--- config.mk ---
export PLATFORM = sky130hd
export DESIGN_NAME = lru_page_frame_replacement_core_flat
export DESIGN_NICKNAME = d
export VERILOG_FILES = /design/src/hdl/lrupf_pkg.sv /design/src/hdl/lrupf_channels.sv /design/src/hdl/lrupf_ram.sv /design/src/hdl/lrupf_scan.sv /design/src/hdl/lru_page_frame_replacement_core.sv /design/src/flat_wrapper.sv
export SDC_FILE = /design/constraint.sdc
export NUM_CORES = 1
export LEC_CHECK = 0
export BUFFER_PORTS_ARGS = -buffer_cell sky130_fd_sc_hd__clkbuf_2
export CAP_MARGIN = 20
export CORE_MARGIN = 1.5
export CORE_UTILIZATION = 62
export DETAILED_ROUTE_END_ITERATION = 12
export GPL_TIMING_DRIVEN = 0
export PLACE_DENSITY = 0.78
export SLEW_MARGIN = 40
export SYNTH_ARGS = -nofsm -noshare
export SYNTH_HDL_FRONTEND = slang
export SYNTH_SLANG_ARGS = --single-unit
--- constraint.sdc ---
create_clock -name clock -period 5.7 [get_ports clock]
set_input_delay 1.14 -clock clock [delete_from_list [all_inputs] [get_ports clock]]
set_output_delay 1.14 -clock clock [all_outputs]
set_load 0.02 [all_outputs]
--- src/hdl/lrupf_pkg.sv ---
// ----------------------------------------------------------------------------
// lrupf_pkg: shared types and constants
// Field widths, result codes and register indexes of the LRU frame core.
// ----------------------------------------------------------------------------
package lrupf_pkg;

   localparam int PAGE_W     = 16;
   localparam int FRAME_W    = 4;
   localparam int TIME_OUT_W = 32;
   localparam int FIU_W      = 5;
   localparam int LIMIT_W    = 17;
   localparam int CSR_IDX_W  = 2;
   localparam int CSR_DATA_W = 17;

   localparam logic [CSR_IDX_W-1:0] CSR_FRAMES_IN_USE = 2'd0;
   localparam logic [CSR_IDX_W-1:0] CSR_PAGE_LIMIT    = 2'd1;

   localparam logic [FIU_W-1:0]   FIU_RESET   = 5'd16;
   localparam logic [LIMIT_W-1:0] LIMIT_RESET = 17'h10000;

   typedef enum logic [1:0] {
      OUT_HIT   = 2'd0,
      OUT_FREE  = 2'd1,
      OUT_EVICT = 2'd2,
      OUT_RANGE = 2'd3
   } outcome_type;

   typedef enum logic [3:0] {
      ST_IDLE   = 4'b0001,
      ST_SCAN   = 4'b0010,
      ST_LAST   = 4'b0100,
      ST_FINISH = 4'b1000
   } state_type;

endpackage

--- src/hdl/lrupf_channels.sv ---
// ----------------------------------------------------------------------------
// lrupf channels: request and response interfaces
// Valid/ready channels carrying one page access and one lookup result.
// ----------------------------------------------------------------------------
interface lrupf_req_if;
   logic                        valid;
   logic                        ready;
   logic [lrupf_pkg::PAGE_W-1:0] vpage;

   modport source (output valid, output vpage, input ready);
   modport sink   (input valid, input vpage, output ready);
endinterface

interface lrupf_rsp_if;
   logic                             valid;
   logic                             ready;
   lrupf_pkg::outcome_type           outcome;
   logic [lrupf_pkg::FRAME_W-1:0]    frame;
   logic [lrupf_pkg::PAGE_W-1:0]     evicted_page;
   logic [lrupf_pkg::TIME_OUT_W-1:0] seq_num;

   modport source (output valid, output outcome, output frame, output evicted_page,
                   output seq_num, input ready);
   modport sink   (input valid, input outcome, input frame, input evicted_page,
                   input seq_num, output ready);
endinterface

--- src/hdl/lrupf_ram.sv ---
// ----------------------------------------------------------------------------
// lrupf_ram: generic single-port-write, registered-read RAM
// One write and one read per cycle; read data is registered and appears the cycle after its address.
// ----------------------------------------------------------------------------
module lrupf_ram #(
   parameter int WIDTH = 48,
   parameter int DEPTH = 16
) (
   input  logic                                        clock,
   input  logic                                        wr_en,
   input  logic [((DEPTH > 1) ? $clog2(DEPTH) : 1)-1:0] wr_addr,
   input  logic [WIDTH-1:0]                            wr_data,
   input  logic [((DEPTH > 1) ? $clog2(DEPTH) : 1)-1:0] rd_addr,
   output logic [WIDTH-1:0]                            rd_data
);

   logic [WIDTH-1:0] mem_ff [DEPTH];
   logic [WIDTH-1:0] rd_data_ff;

   always_ff @(posedge clock) begin
      if (wr_en) begin
         mem_ff[wr_addr] <= wr_data;
      end
      rd_data_ff <= mem_ff[rd_addr];
   end

   assign rd_data = rd_data_ff;

endmodule

--- src/hdl/lrupf_scan.sv ---
// ----------------------------------------------------------------------------
// lrupf_scan: frame table search
// Consumes one frame entry per cycle while rd_vld is high and tracks hit, first free and oldest.
// ----------------------------------------------------------------------------
module lrupf_scan #(
   parameter int FIDX_W    = 4,
   parameter int TIME_BITS = 32
) (
   input  logic                          clock,
   input  logic                          reset,
   input  logic                          start,
   input  logic                          rd_vld,
   input  logic [FIDX_W-1:0]             rd_idx,
   input  logic                          rd_valid_bit,
   input  logic [lrupf_pkg::PAGE_W-1:0]  rd_page,
   input  logic [TIME_BITS-1:0]          rd_time,
   input  logic [lrupf_pkg::PAGE_W-1:0]  req_page,
   output lrupf_pkg::outcome_type        outcome,
   output logic [FIDX_W-1:0]             frame,
   output logic [lrupf_pkg::PAGE_W-1:0]  evicted_page
);
   import lrupf_pkg::*;

   logic                 hit_found_ff, hit_found_in;
   logic                 free_found_ff, free_found_in;
   logic [FIDX_W-1:0]    hit_idx_ff, hit_idx_in;
   logic [FIDX_W-1:0]    free_idx_ff, free_idx_in;
   logic [FIDX_W-1:0]    old_idx_ff, old_idx_in;
   logic [TIME_BITS-1:0] old_time_ff, old_time_in;
   logic [PAGE_W-1:0]    old_page_ff, old_page_in;

   always_comb begin
      hit_found_in  = hit_found_ff;
      free_found_in = free_found_ff;
      hit_idx_in    = hit_idx_ff;
      free_idx_in   = free_idx_ff;
      old_idx_in    = old_idx_ff;
      old_time_in   = old_time_ff;
      old_page_in   = old_page_ff;
      if (start) begin
         hit_found_in  = 1'b0;
         free_found_in = 1'b0;
      end else if (rd_vld) begin
         if (rd_valid_bit) begin
            if (!hit_found_ff && (rd_page == req_page)) begin
               hit_found_in = 1'b1;
               hit_idx_in   = rd_idx;
            end
         end else if (!free_found_ff) begin
            free_found_in = 1'b1;
            free_idx_in   = rd_idx;
         end
         // entry 0 seeds the oldest search; strict compare keeps lowest index on ties
         if ((rd_idx == '0) || (rd_valid_bit && (rd_time < old_time_ff))) begin
            old_idx_in  = rd_idx;
            old_time_in = rd_time;
            old_page_in = rd_page;
         end
      end
   end

   always_ff @(posedge clock) begin
      if (reset) begin
         hit_found_ff  <= 1'b0;
         free_found_ff <= 1'b0;
      end else begin
         hit_found_ff  <= hit_found_in;
         free_found_ff <= free_found_in;
      end
      hit_idx_ff  <= hit_idx_in;
      free_idx_ff <= free_idx_in;
      old_idx_ff  <= old_idx_in;
      old_time_ff <= old_time_in;
      old_page_ff <= old_page_in;
   end

   always_comb begin
      evicted_page = '0;
      if (hit_found_ff) begin
         outcome = OUT_HIT;
         frame   = hit_idx_ff;
      end else if (free_found_ff) begin
         outcome = OUT_FREE;
         frame   = free_idx_ff;
      end else begin
         outcome      = OUT_EVICT;
         frame        = old_idx_ff;
         evicted_page = old_page_ff;
      end
   end

endmodule

--- src/hdl/lru_page_frame_replacement_core.sv ---
// ----------------------------------------------------------------------------
// lru_page_frame_replacement_core: LRU frame allocator, inverted page table
// Looks up each page access, fills a free frame or evicts the oldest one.
// ----------------------------------------------------------------------------
// Usage:
//   req_ch carries one virtual page per transfer; rsp_ch returns one result
//   per access: outcome, frame, evicted page and the access sequence number.
//   csr_* writes frames_in_use (index 0) and page_limit (index 1); write only
//   while no access is in flight.
// Timing:
//   An in-range access scans the first n frame table entries, where n is
//   the active frame count (1..MAX_FRAMES): the frame table RAM is read one
//   entry per cycle, then the chosen entry is written back. An out-of-range
//   page skips the scan and goes straight to the result. One access is handled
//   at a time; req_ch is ready again the cycle after the result is registered.
// Reset:
//   Synchronous. All frames become free, the access counter returns to zero
//   and the registers take their defaults (16 frames, 65536 pages).
// Backpressure:
//   The result sits in an output register; while rsp_ch is stalled a finished
//   lookup waits before write-back, and no new access is taken while it waits.
// ----------------------------------------------------------------------------
module lru_page_frame_replacement_core #(
   parameter int MAX_FRAMES = 16,
   parameter int TIME_BITS  = 32
) (
   input  logic                              clock,
   input  logic                              reset,
   lrupf_req_if.sink                         req_ch,
   lrupf_rsp_if.source                       rsp_ch,
   input  logic                              csr_we,
   input  logic [lrupf_pkg::CSR_IDX_W-1:0]   csr_index,
   input  logic [lrupf_pkg::CSR_DATA_W-1:0]  csr_wdata
);
   import lrupf_pkg::*;

   localparam int FIDX_W  = (MAX_FRAMES > 1) ? $clog2(MAX_FRAMES) : 1;
   localparam int CMP_W   = 9;
   localparam int FEXT_W  = (FIDX_W > FRAME_W) ? FIDX_W : FRAME_W;
   localparam int TEXT_W  = (TIME_BITS > TIME_OUT_W) ? TIME_BITS : TIME_OUT_W;
   localparam int ENTRY_W = PAGE_W + TIME_BITS;

   state_type state_ff, state_in;

   logic [FIU_W-1:0]      fiu_ff;
   logic [LIMIT_W-1:0]    limit_ff;
   logic [TIME_BITS-1:0]  counter_ff, counter_in;
   logic [MAX_FRAMES-1:0] valid_ff, valid_in;
   logic [PAGE_W-1:0]     page_ff, page_in;
   logic                  range_ff, range_in;
   logic [FIDX_W-1:0]     scan_idx_ff, scan_idx_in;
   logic                  rd_pend_ff;
   logic [FIDX_W-1:0]     rd_idx_ff;

   logic                  rsp_valid_ff, rsp_valid_in;
   outcome_type           rsp_outcome_ff;
   logic [FRAME_W-1:0]    rsp_frame_ff;
   logic [PAGE_W-1:0]     rsp_evicted_ff;
   logic [TIME_OUT_W-1:0] rsp_time_ff;

   logic                  req_xfer;
   logic                  finish_go;
   logic [CMP_W-1:0]      fiu_ext;
   logic [CMP_W-1:0]      last_ext;
   logic [FIDX_W-1:0]     last_idx;
   logic                  out_of_range;
   logic [ENTRY_W-1:0]    rd_entry;
   logic [ENTRY_W-1:0]    wr_entry;

   outcome_type           sc_outcome;
   logic [FIDX_W-1:0]     sc_frame;
   logic [PAGE_W-1:0]     sc_evicted;
   logic [FEXT_W-1:0]     frame_ext;
   logic [TEXT_W-1:0]     time_ext;

   // active frame count clamped to 1..MAX_FRAMES, kept as last index
   always_comb begin
      fiu_ext = CMP_W'(fiu_ff);
      if (fiu_ext == '0) begin
         last_ext = '0;
      end else if (fiu_ext > CMP_W'(MAX_FRAMES)) begin
         last_ext = CMP_W'(MAX_FRAMES - 1);
      end else begin
         last_ext = fiu_ext - CMP_W'(1);
      end
   end
   assign last_idx = last_ext[FIDX_W-1:0];

   assign req_ch.ready = (state_ff == ST_IDLE);
   assign req_xfer     = req_ch.valid && req_ch.ready;
   assign out_of_range = ({1'b0, req_ch.vpage} >= limit_ff);
   assign finish_go    = (state_ff == ST_FINISH) && (!rsp_valid_ff || rsp_ch.ready);

   always_comb begin
      state_in    = state_ff;
      page_in     = page_ff;
      range_in    = range_ff;
      scan_idx_in = scan_idx_ff;
      unique case (state_ff)
         ST_IDLE: begin
            if (req_xfer) begin
               page_in     = req_ch.vpage;
               range_in    = out_of_range;
               scan_idx_in = '0;
               state_in    = out_of_range ? ST_FINISH : ST_SCAN;
            end
         end
         ST_SCAN: begin
            if (scan_idx_ff == last_idx) begin
               state_in = ST_LAST;
            end else begin
               scan_idx_in = scan_idx_ff + FIDX_W'(1);
            end
         end
         ST_LAST: begin
            state_in = ST_FINISH;
         end
         ST_FINISH: begin
            if (finish_go) begin
               state_in = ST_IDLE;
            end
         end
         default: begin
            state_in = ST_IDLE;
         end
      endcase
   end

   assign wr_entry = {page_ff, counter_ff};

   lrupf_ram #(
      .WIDTH (ENTRY_W),
      .DEPTH (MAX_FRAMES)
   ) u_table (
      .clock   (clock),
      .wr_en   (finish_go && !range_ff),
      .wr_addr (sc_frame),
      .wr_data (wr_entry),
      .rd_addr (scan_idx_ff),
      .rd_data (rd_entry)
   );

   lrupf_scan #(
      .FIDX_W    (FIDX_W),
      .TIME_BITS (TIME_BITS)
   ) u_scan (
      .clock        (clock),
      .reset        (reset),
      .start        (req_xfer),
      .rd_vld       (rd_pend_ff),
      .rd_idx       (rd_idx_ff),
      .rd_valid_bit (valid_ff[rd_idx_ff]),
      .rd_page      (rd_entry[ENTRY_W-1:TIME_BITS]),
      .rd_time      (rd_entry[TIME_BITS-1:0]),
      .req_page     (page_ff),
      .outcome      (sc_outcome),
      .frame        (sc_frame),
      .evicted_page (sc_evicted)
   );

   always_comb begin
      valid_in   = valid_ff;
      counter_in = counter_ff;
      if (finish_go && !range_ff) begin
         valid_in[sc_frame] = 1'b1;
         counter_in         = counter_ff + TIME_BITS'(1);
      end
   end

   assign frame_ext = FEXT_W'(sc_frame);
   assign time_ext  = TEXT_W'(counter_ff);

   always_comb begin
      rsp_valid_in = rsp_valid_ff;
      if (finish_go) begin
         rsp_valid_in = 1'b1;
      end else if (rsp_ch.ready) begin
         rsp_valid_in = 1'b0;
      end
   end

   always_ff @(posedge clock) begin
      if (reset) begin
         state_ff     <= ST_IDLE;
         fiu_ff       <= FIU_RESET;
         limit_ff     <= LIMIT_RESET;
         counter_ff   <= '0;
         valid_ff     <= '0;
         rd_pend_ff   <= 1'b0;
         rsp_valid_ff <= 1'b0;
      end else begin
         state_ff     <= state_in;
         counter_ff   <= counter_in;
         valid_ff     <= valid_in;
         rd_pend_ff   <= (state_ff == ST_SCAN);
         rsp_valid_ff <= rsp_valid_in;
         if (csr_we && (csr_index == CSR_FRAMES_IN_USE)) begin
            fiu_ff <= csr_wdata[FIU_W-1:0];
         end
         if (csr_we && (csr_index == CSR_PAGE_LIMIT)) begin
            limit_ff <= csr_wdata[LIMIT_W-1:0];
         end
      end
      page_ff     <= page_in;
      range_ff    <= range_in;
      scan_idx_ff <= scan_idx_in;
      rd_idx_ff   <= scan_idx_ff;
      if (finish_go) begin
         rsp_time_ff <= time_ext[TIME_OUT_W-1:0];
         if (range_ff) begin
            rsp_outcome_ff <= OUT_RANGE;
            rsp_frame_ff   <= '0;
            rsp_evicted_ff <= '0;
         end else begin
            rsp_outcome_ff <= sc_outcome;
            rsp_frame_ff   <= frame_ext[FRAME_W-1:0];
            rsp_evicted_ff <= sc_evicted;
         end
      end
   end

   assign rsp_ch.valid        = rsp_valid_ff;
   assign rsp_ch.outcome      = rsp_outcome_ff;
   assign rsp_ch.frame        = rsp_frame_ff;
   assign rsp_ch.evicted_page = rsp_evicted_ff;
   assign rsp_ch.seq_num      = rsp_time_ff;

endmodule

--- src/flat_wrapper.sv ---
// flat-port wrapper written by rule: the top's interface ports become plain ports
module lru_page_frame_replacement_core_flat import lrupf_pkg::*;
#(
   parameter int MAX_FRAMES = 16,
   parameter int TIME_BITS  = 32
)
  (clock, reset, csr_we, csr_index, csr_wdata, req_ch_valid, req_ch_vpage, req_ch_ready, rsp_ch_valid, rsp_ch_outcome, rsp_ch_frame, rsp_ch_evicted_page, rsp_ch_seq_num, rsp_ch_ready);
  lrupf_req_if req_ch_i ();
  lrupf_rsp_if rsp_ch_i ();
  input  logic clock;
  input  logic reset;
  input  logic csr_we;
  input  logic [lrupf_pkg::CSR_IDX_W-1:0] csr_index;
  input  logic [lrupf_pkg::CSR_DATA_W-1:0] csr_wdata;
  input wire logic [$bits(req_ch_i.valid)-1:0] req_ch_valid;
  input wire logic [$bits(req_ch_i.vpage)-1:0] req_ch_vpage;
  output wire logic [$bits(req_ch_i.ready)-1:0] req_ch_ready;
  output wire logic [$bits(rsp_ch_i.valid)-1:0] rsp_ch_valid;
  output wire logic [$bits(rsp_ch_i.outcome)-1:0] rsp_ch_outcome;
  output wire logic [$bits(rsp_ch_i.frame)-1:0] rsp_ch_frame;
  output wire logic [$bits(rsp_ch_i.evicted_page)-1:0] rsp_ch_evicted_page;
  output wire logic [$bits(rsp_ch_i.seq_num)-1:0] rsp_ch_seq_num;
  input wire logic [$bits(rsp_ch_i.ready)-1:0] rsp_ch_ready;
  assign req_ch_i.valid = req_ch_valid;
  assign req_ch_i.vpage = req_ch_vpage;
  assign req_ch_ready = req_ch_i.ready;
  assign rsp_ch_valid = rsp_ch_i.valid;
  assign rsp_ch_outcome = rsp_ch_i.outcome;
  assign rsp_ch_frame = rsp_ch_i.frame;
  assign rsp_ch_evicted_page = rsp_ch_i.evicted_page;
  assign rsp_ch_seq_num = rsp_ch_i.seq_num;
  assign rsp_ch_i.ready = rsp_ch_ready;
  lru_page_frame_replacement_core #(.MAX_FRAMES(MAX_FRAMES), .TIME_BITS(TIME_BITS)) u_core (.clock(clock), .reset(reset), .req_ch(req_ch_i), .rsp_ch(rsp_ch_i), .csr_we(csr_we), .csr_index(csr_index), .csr_wdata(csr_wdata));
endmodule
======== Word-level counts from Yosys, hierarchy flattened ========
Memory sizes are Yosys's and may differ from the RTL's. A register that Yosys moved wholly into a read port is not among the register bits.
Cells that the tools add are included.
word-level totals
  register bits after elaboration ......... 217
  latch bits .............................. 0
  memory bits (writable) .................. 768
  bits in read-only memories .............. 0
  input bits .............................. 40
  memories kept ........................... 1
operators by class
  $add $sub $neg .......................... 3
  multipliers ............................. 0
  divide/modulo/power cells ............... 0
  order comparisons ....................... 6
  eq/ne operators ......................... 11
  shift operators ......................... 0
  multiplexer cells ....................... 22
  bitwise operators ....................... 4
  reduce and logical (&&, ||, !) cells .... 28
memories
  name                   words  width  read ports  clocked after memory_dff  write ports  RTL line         source
  u_core.u_table.mem_ff  16     48     1           1                         1            lrupf_ram.sv:17  logic [WIDTH-1:0] mem_ff [DEPTH];
operators by type and width
  operator                                                    number
  two-way mux 4 bit                                           10
  adder 32 x 1 -> 32 bit, second input constant               1
  less-than comparator 32 bit                                 1
  >= comparator 16 x 17 -> 1 bit                              1
  == test 16 bit                                              1
  bitwise OR 16 bit                                           1
  one-hot mux 4 bit (4 select lines)                          1
  AND reduction 3 bit                                         4
  less-than comparator 4 x 5 -> 1 bit, second input constant  2
  logical AND 1 bit                                           8
  one-hot mux 4 bit (2 select lines)                          1
  AND reduction 4 bit                                         2
  two-way mux 1 bit                                           6
  > comparator 5 bit, second input constant                   1
  logical NOT 5 bit                                           1
  adder 4 x 1 -> 4 bit, second input constant                 1
  binary-select mux 1 bit (select 4 bit)                      1
  demux 1 bit (select 4 bit)                                  1
  == test 4 x 1 -> 1 bit, second input constant               1
  == test 4 x 2 -> 1 bit, second input constant               1
  == test 4 x 3 -> 1 bit, second input constant               1
  == test 4 bit                                               1
  == test 4 bit, second input constant                        1
  >= comparator 4 x 1 -> 1 bit, second input constant         1
  14 further kinds                                            24

======== Depth between registers and ports, before layout ========
Gate-level depths: netlist of the first run.
  depth after elaboration ................. 7
  depth in mapped cells ................... 8
  gate-level depth less buffers ........... 8

======== Cells and area by module ========
A second synthesis of the first run with hierarchy kept.
second synthesis, totals
  cell total of the unflattened synthesis .. 2,036
  area, all modules ....................... 39,058.7 um2
modules (own cells, without submodules)
  module                           times used  cells each  area an instance (um2)
  lrupf_ram                        1           1,242       29,691.0
  lru_page_frame_replacement_core  1           556         6,296.0
  lrupf_scan                       1           238         3,071.7

======== Least setup slack after synthesis of the first run ========
Ideal clock, no wire load.
  path kind ............................... input -> register
  start ................................... input port rsp_ch_ready
  end ..................................... memory u_core.u_table.mem_ff[7][0], enable pin
  library setup time ...................... 0.454 ns
  data arrival time ....................... 4.149 ns
  data required time ...................... 5.246 ns
  setup slack ............................. 1.098 ns
  cell stages on the path ................. 6
  path buffers ............................ 1
  path through ............................ nor2b_1 > nor3_4 > buf_4 > nor2b_1 > nand2_1 > nor2_1
between the ends
  word-level cells in the longest chain between the ends .. 5
ends and longest elaborated chain
  item                                     RTL line                                source
  start, declared                          flat_wrapper.sv:23                      input wire logic [$bits(rsp_ch_i.ready)-1:0] rsp_ch_ready;
  logical OR 1 bit                         lru_page_frame_replacement_core.sv:92   assign finish_go = (state_ff == ST_FINISH) && (!rsp_valid_ff || rsp_ch.ready);
  logical AND 1 bit                        lru_page_frame_replacement_core.sv:92
  logical AND 1 bit                        lru_page_frame_replacement_core.sv:136  .wr_en (finish_go && !range_ff),
  two-way mux 1 bit                        lrupf_ram.sv:21                         if (wr_en) begin
  two-way mux 1 bit (implied by the code)  lrupf_ram.sv:22                         mem_ff[wr_addr] <= wr_data;
  end, declared                            lrupf_ram.sv:17
No other way between the ends.

======== Worst setup path after layout of the first run ========
  start ................................... register u_core.state_ff[0]
  end ..................................... memory u_core.u_table.mem_ff[1][17], enable pin
between the ends
  word-level cells in the longest chain between the ends .. 5
ends and longest elaborated chain
  item                                     RTL line                                source
  start, declared                          lru_page_frame_replacement_core.sv:43   state_type state_ff, state_in;
  start signal, assigned                   lru_page_frame_replacement_core.sv:192  state_ff <= state_in;
  == test 4 bit                            lru_page_frame_replacement_core.sv:92
  logical AND 1 bit                        lru_page_frame_replacement_core.sv:92
  logical AND 1 bit                        lru_page_frame_replacement_core.sv:136
  two-way mux 1 bit                        lrupf_ram.sv:21
  two-way mux 1 bit (implied by the code)  lrupf_ram.sv:22
No other way between the ends.

==> results of run 1 <==
[flip-flops by register name (all words and copies together) (netlist names), 2 cells and up]
register	cells
u_core.counter_ff	32
u_core.fiu_ff	5
u_core.limit_ff	17
u_core.page_ff	16
u_core.rd_idx_ff	4
u_core.rsp_ch.evicted_page	16
u_core.rsp_ch.frame	4
u_core.rsp_ch.outcome	2
u_core.rsp_ch.seq_num	32
u_core.scan_idx_ff	4
u_core.state_ff	4
u_core.u_scan.free_idx_ff	4
u_core.u_scan.hit_idx_ff	4
u_core.u_scan.old_idx_ff	4
u_core.u_scan.old_page_ff	16
u_core.u_scan.old_time_ff	32
u_core.u_table.mem_ff	768
u_core.u_table.rd_data	48
u_core.valid_ff	16
[cell usage in the layout (no fill, tap or decap), types with 4 or more instances in the layout]
master,count
edfxtp_1,903
mux4_2,244
dfxtp_1,130
clkbuf_2,119
clkbuf_16,101
nor2_1,79
nand2_1,67
a21oi_1,60
inv_1,59
ha_1,50
clkbuf_1,40
buf_16,32
clkinv_2,29
buf_8,27
xor2_1,26
o21ai_0,23
and2_1,23
xnor2_1,20
nor2_4,17
buf_2,17
nor3_1,16
nand3_1,15
nand4_1,15
clkinv_1,14
bufinv_16,12
mux2i_1,9
or3_1,8
nor2b_1,6
clkinvlp_4,6
nand2b_1,5
nor4_1,5
and4_1,5
clkbuf_8,5
a211oi_1,4
[through the flow]
step           utilization (%)  std cells  power, W
2_1_floorplan                -       1914    0.0112
3_5_place_dp              67.8       2908    0.0123
4_1_cts                   73.2       3093    0.0190
5_1_grt                   73.2       3094    0.0195
6_report                  73.2       3095    0.0189
3_3_place_gp              65.3       2846    0.0122
[layout make-up]
type,count,area [um2],area share [%]
Antenna cell,1,2.50,0.00552
Buffer,73,329,0.726
Clock buffer,117,2640,5.82
Clock inverter,68,696,1.53
Inverter,60,225,0.497
Multi-Input combinational cell,748,8860,19.5
Sequential cell,1033,29700,65.6
Tap cell,837,1050,2.31
Timing Repair Buffer,158,1820,4.02
[cells by family (layout without fill, tap and decap cells)]
| logic type | after synthesis | in the layout | share of synthesized area [%] |
|---|---|---|---|
| other | 0 | 1 | 0 |
| adders and majority gates | 52 | 52 | 1.66 |
| and+or+nand+nor | 285 | 285 | 3.67 |
| buffers and inverters | 133 | 476 | 1.34 |
| muxes | 255 | 255 | 14.4 |
| AOI/OAI and AO/OA | 110 | 110 | 1.61 |
| DFF | 1033 | 1033 | 76.3 |
| xor gates and xnor gates | 46 | 46 | 1.03 |
[worst max-delay path: cells and delay by family (launching register included)]
kind	cells	cell delay, ps
buffers and inverters	3	760
and+or+nand+nor	5	2160
DFF	1	370
[per-layer routing]
metal	up-vias	GRT usage (%)	share of wire [%]
met5	-	0	0
met2	1158	48.9	50
met3	204	5.36	8.7
met4	0	12.0	3.5
met1	10500	39.9	37
li1	8254	-	-
[power by group]
| part | internal (W) | switching, W | total, W |
|---|---|---|---|
| Sequential | 0.00865 | 0.000320 | 0.00897 |
| Clock | 0.00387 | 0.00282 | 0.00669 |
| Combinational | 0.00152 | 0.00174 | 0.00326 |
[worst max-delay path by stage]
stage	to	slack [ps]	depth (start not counted)
4_1_cts	u_core.u_table.mem_ff[1][23]	2070	8
3_5_place_dp	u_core.u_table.mem_ff[1][17]	1690	9
6_report	u_core.u_table.mem_ff[1][17]	2040	8
2_1_floorplan	u_core.u_table.mem_ff[7][0]	1100	6
5_1_grt	u_core.u_table.mem_ff[1][23]	1970	8
3_3_place_gp	u_core.u_table.mem_ff[3][17]	-1900	7
==> impl_results.md, run 1 <==
* Post-synth EDFFs at 903
* Die H at 254 um
* Via count at 20.1k
* Routed len/inst at 29.6 um
* Total CTS buffers at 99
* Starting Density at 62.9%
* Fmax at 273 MHz
* Die width at 254 um
* Post-route cell area at 45,300 um2
* Post-cts sizing count at 0
* Final setup viols at 0
* Worst Tran Pin Value at 872 ps
* Area Overhead vs Synth at 16.4%
* Die area at 64,300 um2
* CTS H-tree depth at 3
* Core region area at 61,900 um2
* Power per cell area at 417 nW/um2
* Slew margin rel. at 41.9%
* Fin crit share at 64.2%
* Most instantiated cells after synthesis: edfxtp_1, mux4_2, dfxtp_1
* Reg clk slew, reported paths at 60 ps
* Slowest CP cell: or4b_4
* Worst r2r src: u_core.state_ff[0]
* Setup bufs post-CTS at 0
* Worst Skew at 42.6 ps
* Synthesized cell area at 39,000 um2
* Final Max Tran Viols at 0
* Post-route ant nets at 0
* Synth area leader: edfxtp_1
* Syn Inst Count at 1,914
* Top-area cell type share of the netlist area at 69.6%
* Hold depth at 0
* Final worst path period need at 3660 ps
* Status: complete, no violations
* Number of synthesized register bits at 1,033
* Crit path kind: reg -> reg
* Setup WS post-layout at 2040 ps
* Synth area leaders: edfxtp_1, mux4_2, dfxtp_1
* CTS max path bufs at 3
* Leakage at 15.2 nW
* Hold_sp: u_core.scan_idx_ff[3]
* Reg2Reg Depth at 8
* TritonCTS Sinks at 1,033
* CTS root buf: clkbuf_16
* Worst-skew pair later-pin latency at 670 ps
* Hold_ws at 374 ps
* Syn Area/Cell at 20.4 um2
* Critical path, cell by cell: or4b_4 -> nor3_4 -> buf_4 -> and2_1 -> nand2_1 -> nor2_4 -> buf_8 -> buf_8
* Grt total ovfl at 0
* # fillers at 3,466
* Vias in the first global route at 20.9k
* YS warnings at 0
* Worst hold path class: reg -> reg
* Max_cap viols at 0
* Final Hold Violating Endpoints at 0
* Max incr delay on CP at 640 ps
* Via density per instance at 6.50
* Syn nets at 2,004
* Top-level I/O count at 96
* Prevailing post-synth register cell: edfxtp_1
* Synth unique cells at 57
* Initial antenna violation count at 0
* Core Rows at 91
* CP Launch Type: register
* FF-to-FF setup slack at 2040 ps
* Seq/Total Area, Yosys at 76.3%
* Layout cell share with drive strength beyond 1 at 28.2%
* Crit path capture type: register
* Final #Nets at 2,263
* Global Route Usage Sum at 29.7%
* Router iterations before antenna repair at 6
* Ys async rst share at 0%
* Area post-placement at 42,000 um2
* Routed wire length at 91.6 mm
* Hold Crit Endpoint: u_core.rd_idx_ff[3]
* Starting DRT DRC Count at 2,395
* Crit path required time at 6050 ps
* Place WS at 1690 ps
* Critical Path AT at 4010 ps
* Largest net degree at the start of global routing at 26
* First-pass GRT wire length at 135 mm
* Detailed-placement wirelength estimate at 59.0 mm
* Max FO, Critical Path at 13
* Hold-fix buffer count after cts at 0
* Cell with the most instances after synthesis: edfxtp_1
* Port bufs at 95
* CTS tree: done
* RSZ-0062 raised after global routing: no
* DR DRC count at 0
* Crit-path most repeated cell: buf_8
* VDD IR max at 0.316 mV
* Worst Setup SP: u_core.state_ff[0]
* Sum Neg Setup Slack at 0 ps
* GPL Wtd Cong at 0.804
* FF-to-FF End: u_core.u_table.mem_ff[1][17]
Power figures use the tool's default switching activity.
==> inputs of run 2 (changes only) <==
==> constraint.sdc (replaced) <==
create_clock -name clock -period 3.8 [get_ports clock]
set_input_delay 0.76 -clock clock [delete_from_list [all_inputs] [get_ports clock]]
set_output_delay 0.76 -clock clock [all_outputs]
set_load 0.02 [all_outputs]
==> run 2 against run 1 <==
Effect of this change: sequential share of layout area shrank 0.23 points; maximum frequency rose by 0.22%; non-clock buffer count is 5 higher; setup slack lost 1900 ps; design area grew 0.35%; highest routed layer is now met5; largest cell class unchanged; largest power group unchanged; critical path depth stayed put; total power increased by 48%; critical endpoint is now u_core.u_table.mem_ff[11][21]; flip-flop and latch count stayed put.
==> impl_results.md, run 2 (synthesis results as in run 1) <==
* Clock share of power at 34.3% (-1.0 points)
* Register area at 29,700 um2 (about the same)
* Final Hold Violating Endpoints at 0 (unchanged)
* CTS tree: done
* Die area at 64,300 um2 (unchanged)
* Crit path required time at 4150 ps (-1900 ps)
* Starting DRT DRC Count at 2,376 (-0.79%)
* Hold-fix buffer count after cts at 0 (unchanged)
* FF-to-FF setup slack at 150 ps (-1890 ps)
* First-pass GRT wire length at 139 mm (+2.9%)
* Crit path kind: reg -> reg
* Initial antenna violation count at 2 (+2)
* Critical path, cell by cell: or4b_4 -> nor3_4 -> buf_4 -> nor2b_1 -> nand2_1 -> nor2_4 -> buf_8 -> buf_16
* Max reg flops at 768 (unchanged)
* Reg clk slew, reported paths at 60 ps (about the same)
* Non-filler cells, final at 3,097 (+0.065%)
* TritonCTS Sinks at 1,033 (unchanged)
* Status: complete, no violations
* Grt total ovfl at 0 (unchanged)
* Die width at 254 um (unchanged)
* Layout cell share with drive strength beyond 1 at 28.0% (-0.16 points)
* Critical Path AT at 4000 ps (about the same)
* Crit path capture type: register
* Fmax at 274 MHz (+0.22%)
* Global Route Usage Sum at 30.9% (+1.2 points)
* Place WS at 118 ps (-1570 ps)
* VDD IR max at 0.390 mV (+23%)
* Largest net degree at the start of global routing at 25 (-3.8%)
* Vias in the first global route at 20.9k (+0.096%)
* Setup WS post-layout at 148 ps (-1890 ps)
* CTS H-tree depth at 3 (unchanged)
* RSZ-0062 raised after global routing: no
* Post-cts sizing count at 0 (unchanged)
* Int Pwr at 0.0207 W (+48%)
* Max_cap viols at 0 (unchanged)
* Port bufs at 95 (unchanged)
* Dpl cells at 2,914 (+0.21%)
* Via density per instance at 6.63 (+2.1%)
* Switching Fraction at 26.1% (+0.30 points)
* Router iterations before antenna repair at 7 (+1)
* Core Rows at 91 (unchanged)
* Routed len/inst at 31.3 um (+5.8%)
* CP Launch Type: register
* Max incr delay on CP at 560 ps (-80 ps)
* Area Overhead vs Synth at 16.8%
* Total CTS buffers at 97 (-2.0%)
* Largest register by flop count: u_core.u_table.mem_ff
* Routed wire length at 96.9 mm (+5.9%)
* # fillers at 3,336 (-3.8%)
* Detailed-placement wirelength estimate at 59.9 mm (+1.5%)
* Worst Skew at 32.8 ps (-9.78 ps)
* Power per cell area at 616 nW/um2 (+48%)
* Most common cell after layout, fill and taps aside: edfxtp_1
* Slowest CP cell: or4b_4
* Die H at 254 um (unchanged)
* GPL Wtd Cong at 0.814 (+1.2%)
* Worst-skew pair later-pin latency at 670 ps (about the same)
* Fin crit share at 96.1% (+32 points)
* Setup bufs post-CTS at 0 (unchanged)
* Final setup viols at 0 (unchanged)
* Slew margin rel. at 41.8% (-0.11 points)
* Sw power at 0.00731 W (+50%)
* Commonest non-fill, non-tap cells in the layout: edfxtp_1, mux4_2, dfxtp_1
* DR DRC count at 0 (unchanged)
* Max FO, Critical Path at 15 (+2)
* Worst hold path class: in -> reg
* CTS root buf: clkbuf_16
* Worst Tran Pin Value at 873 ps (+1.67 ps)
* Final #Nets at 2,266 (+0.13%)
* Core region area at 61,900 um2 (unchanged)
* Final worst path period need at 3650 ps (-8.14 ps)
* Register share of total power at 48.1% (+0.7 points)
* Area of the multi-input gates at 8860 um2 (about the same)
* Leakage at 15.3 nW (+0.26%)
* Starting Density at 62.9% (unchanged)
* Post-route ant nets at 0 (unchanged)
* CTS max path bufs at 3 (unchanged)
* Top-level I/O count at 96 (unchanged)
* Final Max Tran Viols at 0 (unchanged)
* Via count at 20.5k (+2.2%)
* Logic pwr share at 17.6% (+0.4 points)
==> run 2: area by class of cell <==
type	count	share of cell area, %
Buffer	73	0.729
Clock inverter	43	0.778
Clock buffer	139	6.13
Tap cell	837	2.30
Sequential cell	1033	65.3
Multi-Input combinational cell	748	19.5
Timing Repair Buffer	163	4.75
Antenna cell	1	0.00550
Inverter	60	0.495
==> run 2: critical path: cells and delay by family, from the launching register on <==
kind                   cells  cell delay [ps]
buffers and inverters      3              780
flip-flops                 1              430
AND/OR/NAND/NOR            5             2120
==> run 2: final timing paths <==
kind	endpoint	start	cells past startpoint
max	u_core.u_table.mem_ff[11][21]	u_core.state_ff[3]	8
min	u_core.page_ff[1]	req_ch_vpage[1]	1
max reg2reg	u_core.u_table.mem_ff[11][21]	u_core.state_ff[3]	8
min reg2reg	u_core.rd_idx_ff[2]	u_core.scan_idx_ff[2]	0
==> run 2: routing by layer <==
metal  wire (um)  global-route usage, %
met3        8710                   6.08
met1       34800                   40.0
met2       49200                   51.6
met5          13                      0
met4        4250                   13.6
==> run 2: per-stage QoR <==
| step | area, um2 | TNS [ps] | utilization (%) | total power, W | hold WS, ps |
|---|---|---|---|---|---|
| final | 45500 | 0 | 73.5 | 0.0280 | 310 |
| after global routing | 45500 | 0 | 73.5 | 0.0288 | 304 |
| after floorplan | 39000 | -175340 | - | 0.0169 | 346 |
| after CTS | 45500 | 0 | 73.4 | 0.0281 | 287 |
| after global placement | 40500 | -1924550 | 65.4 | 0.0183 | 356 |
| after detailed placement | 42300 | 0 | 68.3 | 0.0185 | 364 |
==> run 2: power groups by stage <==
| stage | registers, W | logic (W) | clock network [W] |
|---|---|---|---|
| global placement | 0.0137 | 0.00461 | 0 |
| floorplan | 0.0135 | 0.00331 | 0 |
| finish | 0.0135 | 0.00493 | 0.00960 |
| CTS | 0.0135 | 0.00495 | 0.00966 |
| detailed placement | 0.0137 | 0.00482 | 0 |
| global route | 0.0135 | 0.00520 | 0.0101 |
==> inputs of run 3 (changes only) <==
--- a/config.mk
+++ b/config.mk
@@ -7,6 +7,7 @@
 export LEC_CHECK = 0
 export BUFFER_PORTS_ARGS = -buffer_cell sky130_fd_sc_hd__clkbuf_2
 export CAP_MARGIN = 20
+export CORE_ASPECT_RATIO = 0.75
 export CORE_MARGIN = 1.5
 export CORE_UTILIZATION = 62
 export DETAILED_ROUTE_END_ITERATION = 12
==> run 3 against run 2 <==
Effect of this change: worst hold slack better by 6.7 ps; setup slack worse by 52 ps; first-iteration DRC count is 7.7% higher; critical path depth is 1 higher; critical path type unchanged; largest cell class unchanged; largest power group unchanged.
==> impl_results.md, run 3 (synthesis results as in run 1) <==
* Status: complete, no violations
* Crit-path most repeated cell: buf_8
* Fin crit share at 97.5% (+1.4 points)
* Final Max Tran Viols at 0 (unchanged)
* Core region area at 62,100 um2 (+0.22%)
* Post-cts sizing count at 0 (unchanged)
* Critical path, cell by cell: or4b_4 -> nor3_4 -> buf_4 -> nor2b_1 -> nand2_1 -> nor2_4 -> buf_8 -> buf_16 -> buf_8
* Reg2Reg Depth at 9 (+1)
* Max FO, Critical Path at 15 (unchanged)
* Logic pwr share at 17.9% (+0.3 points)
* Final #Nets at 2,247 (-0.84%)
* Post-route cell area at 44,600 um2 (-2.0%)
* Die H at 220 um (-13%)
* Slowest CP cell: nor2_4
* CTS tree: done
* Diodes inserted at 0 (-1)
* Worst hold path class: in -> reg
* Worst Skew at 22.5 ps (-10.4 ps)
* FF-to-FF setup slack at 100 ps (-50 ps)
* Hold Crit Endpoint: u_core.page_ff[10]
* Total CTS buffers at 89 (-8.2%)
* Routed wire length at 90.9 mm (-6.2%)
* Slew margin rel. at 38.7% (-3.1 points)
* Register area at 29,700 um2 (about the same)
* Fmax at 270 MHz (-1.4%)
* VDD IR max at 0.395 mV (+1.3%)
* Post-route ant nets at 0 (unchanged)
* Layout cell share with drive strength beyond 1 at 26.7% (-1.4 points)
* Area Overhead vs Synth at 14.5%
* Max incr delay on CP at 600 ps (+40 ps)
* CTS root buf: clkbuf_16
* Via density per instance at 6.59 (-0.68%)
* Int Pwr at 0.0202 W (-2.5%)
* Grt total ovfl at 0 (unchanged)
* Leakage at 14.9 nW (-2.5%)
* Crit path kind: reg -> reg
* Detailed-placement wirelength estimate at 58.9 mm (-1.7%)
* DR DRC count at 0 (unchanged)
* Dpl cells at 2,875 (-1.3%)
* Crit path capture type: register
* Starting DRT DRC Count at 2,558 (+7.7%)
* Die width at 292 um (+15%)
* Crit path required time at 4130 ps (-20 ps)
* Final core occ at 71.8% (-1.6 points)
* Non-filler cells, final at 3,038 (-1.9%)
* Clock share of power at 32.6% (-1.7 points)
* Routed len/inst at 29.9 um (-4.4%)
* Hold_sp: req_ch_vpage[10]
* RSZ-0062 raised after global routing: no
* Register share of total power at 49.5% (+1.4 points)
* Starting Density at 62.8% (-0.14 points)
* Via count at 20.0k (-2.6%)
* CTS H-tree depth at 3 (unchanged)
* Critical Path AT at 4030 ps (+30 ps)
* # fillers at 3,521 (+5.5%)
* GPL Wtd Cong at 0.827 (+1.6%)
* First-pass GRT wire length at 133 mm (-4.6%)
* Area of the multi-input gates at 8860 um2 (about the same)
* Die area at 64,400 um2 (about the same)
* Worst r2r src: u_core.state_ff[3]
* Top-level I/O count at 96 (unchanged)
* Final Hold Violating Endpoints at 0 (unchanged)
* Reg clk slew, reported paths at 60 ps (about the same)
* CTS max path bufs at 3 (unchanged)
* Area post-placement at 41,800 um2 (-1.3%)
* Vias in the first global route at 20.0k (-4.4%)
* Worst Tran Pin Value at 920 ps (+46.7 ps)
* Initial antenna violation count at 4 (+2)
* Core Rows at 79 (-13%)
* TritonCTS Sinks at 1,033 (unchanged)
* Largest register by flop count: u_core.u_table.mem_ff
* Pwr Total at 0.0273 W (-2.7%)
* Final setup viols at 0 (unchanged)
* FF-to-FF End: u_core.u_table.mem_ff[11][27]
* Hold depth at 1 (unchanged)
* Largest net degree at the start of global routing at 24 (-4.0%)
* Max reg flops at 768 (unchanged)
* Router iterations before antenna repair at 5 (-2)
* Max_cap viols at 0 (unchanged)
* Switching Fraction at 25.9% (-0.20 points)
* Final worst path period need at 3700 ps (+52.0 ps)
* Power per cell area at 611 nW/um2 (-0.78%)
* Worst-skew pair later-pin latency at 650 ps (-20 ps)
* Most common cell after layout, fill and taps aside: edfxtp_1
* CP Launch Type: register
* Global Route Usage Sum at 29.3% (-1.6 points)
* Commonest non-fill, non-tap cells in the layout: edfxtp_1, mux4_2, dfxtp_1
* Sw power at 0.00706 W (-3.5%)
* Port bufs at 95 (unchanged)
[run 3: changes by cell type in the layout (fill, tap and decap cells not counted), sizes merged]
cell / previous run / this run
clkbuf: 287 / 275
buf: 88 / 78
clkinv: 31 / 22
diode: 1 / 0
[run 3: repair_timing]
| item | in CTS | in global routing |
|---|---|---|
| setup buffers | 1 | 0 |
| endpoints found under the setup margin | 35 | 0 |
| hold buffers | 0 | 0 |
[run 3: area by class of cell]
type	instances	area share [%]
Multi-Input combinational cell	748	19.9
Sequential cell	1033	66.6
Inverter	60	0.505
Clock buffer	128	5.64
Tap cell	810	2.27
Buffer	73	0.732
Timing Repair Buffer	152	3.65
Clock inverter	34	0.687
[run 3: worst max-delay path, delay by kind of cell, from the launching register on]
kind / cells / cell delay [ps]
flops: 1 / 440
buf+inv: 4 / 950
simple gates: 5 / 1970
[run 3: metrics by stage]
stage / hold WS (ps) / TNS (ps) / worst slack (ps)
global route: 289 / 0 / 45.5
floorplan: 346 / -175340 / -463
CTS: 286 / 0 / 145
detailed placement: 358 / -5090 / -201
finish: 316 / 0 / 95.6
global placement: 360 / -2096330 / -3480
[run 3: how the worst max path moves through the flow]
stage	startpoint	end	slack [ps]	depth (start not counted)
6_report	u_core.state_ff[3]	u_core.u_table.mem_ff[11][27]	100	9
5_1_grt	u_core.state_ff[0]	u_core.u_table.mem_ff[11][27]	50	9
4_1_cts	u_core.state_ff[0]	u_core.u_table.mem_ff[11][27]	150	9
3_5_place_dp	rsp_ch_ready	u_core.u_table.mem_ff[11][26]	-200	10
3_3_place_gp	rsp_ch_ready	u_core.u_table.mem_ff[11][26]	-3480	7
2_1_floorplan	u_core.state_ff[0]	u_core.u_table.mem_ff[7][0]	-460	6
[run 3: layer usage]
layer | vias up | GRT usage (%) | share of wire (%)
met5 | - | 0 | 0
met4 | 0 | 8.22 | 2.7
met3 | 178 | 6.14 | 10
met2 | 1224 | 46.6 | 48
met1 | 10400 | 41.9 | 39
li1 | 8203 | - | -
[run 3: power groups by stage]
stage	clock network, W	logic, W	registers (W)
global route	0.00936	0.00519	0.0135
floorplan	0	0.00331	0.0135
finish	0.00888	0.00488	0.0135
CTS	0.00893	0.00491	0.0135
global placement	0	0.00468	0.0137
detailed placement	0	0.00484	0.0137
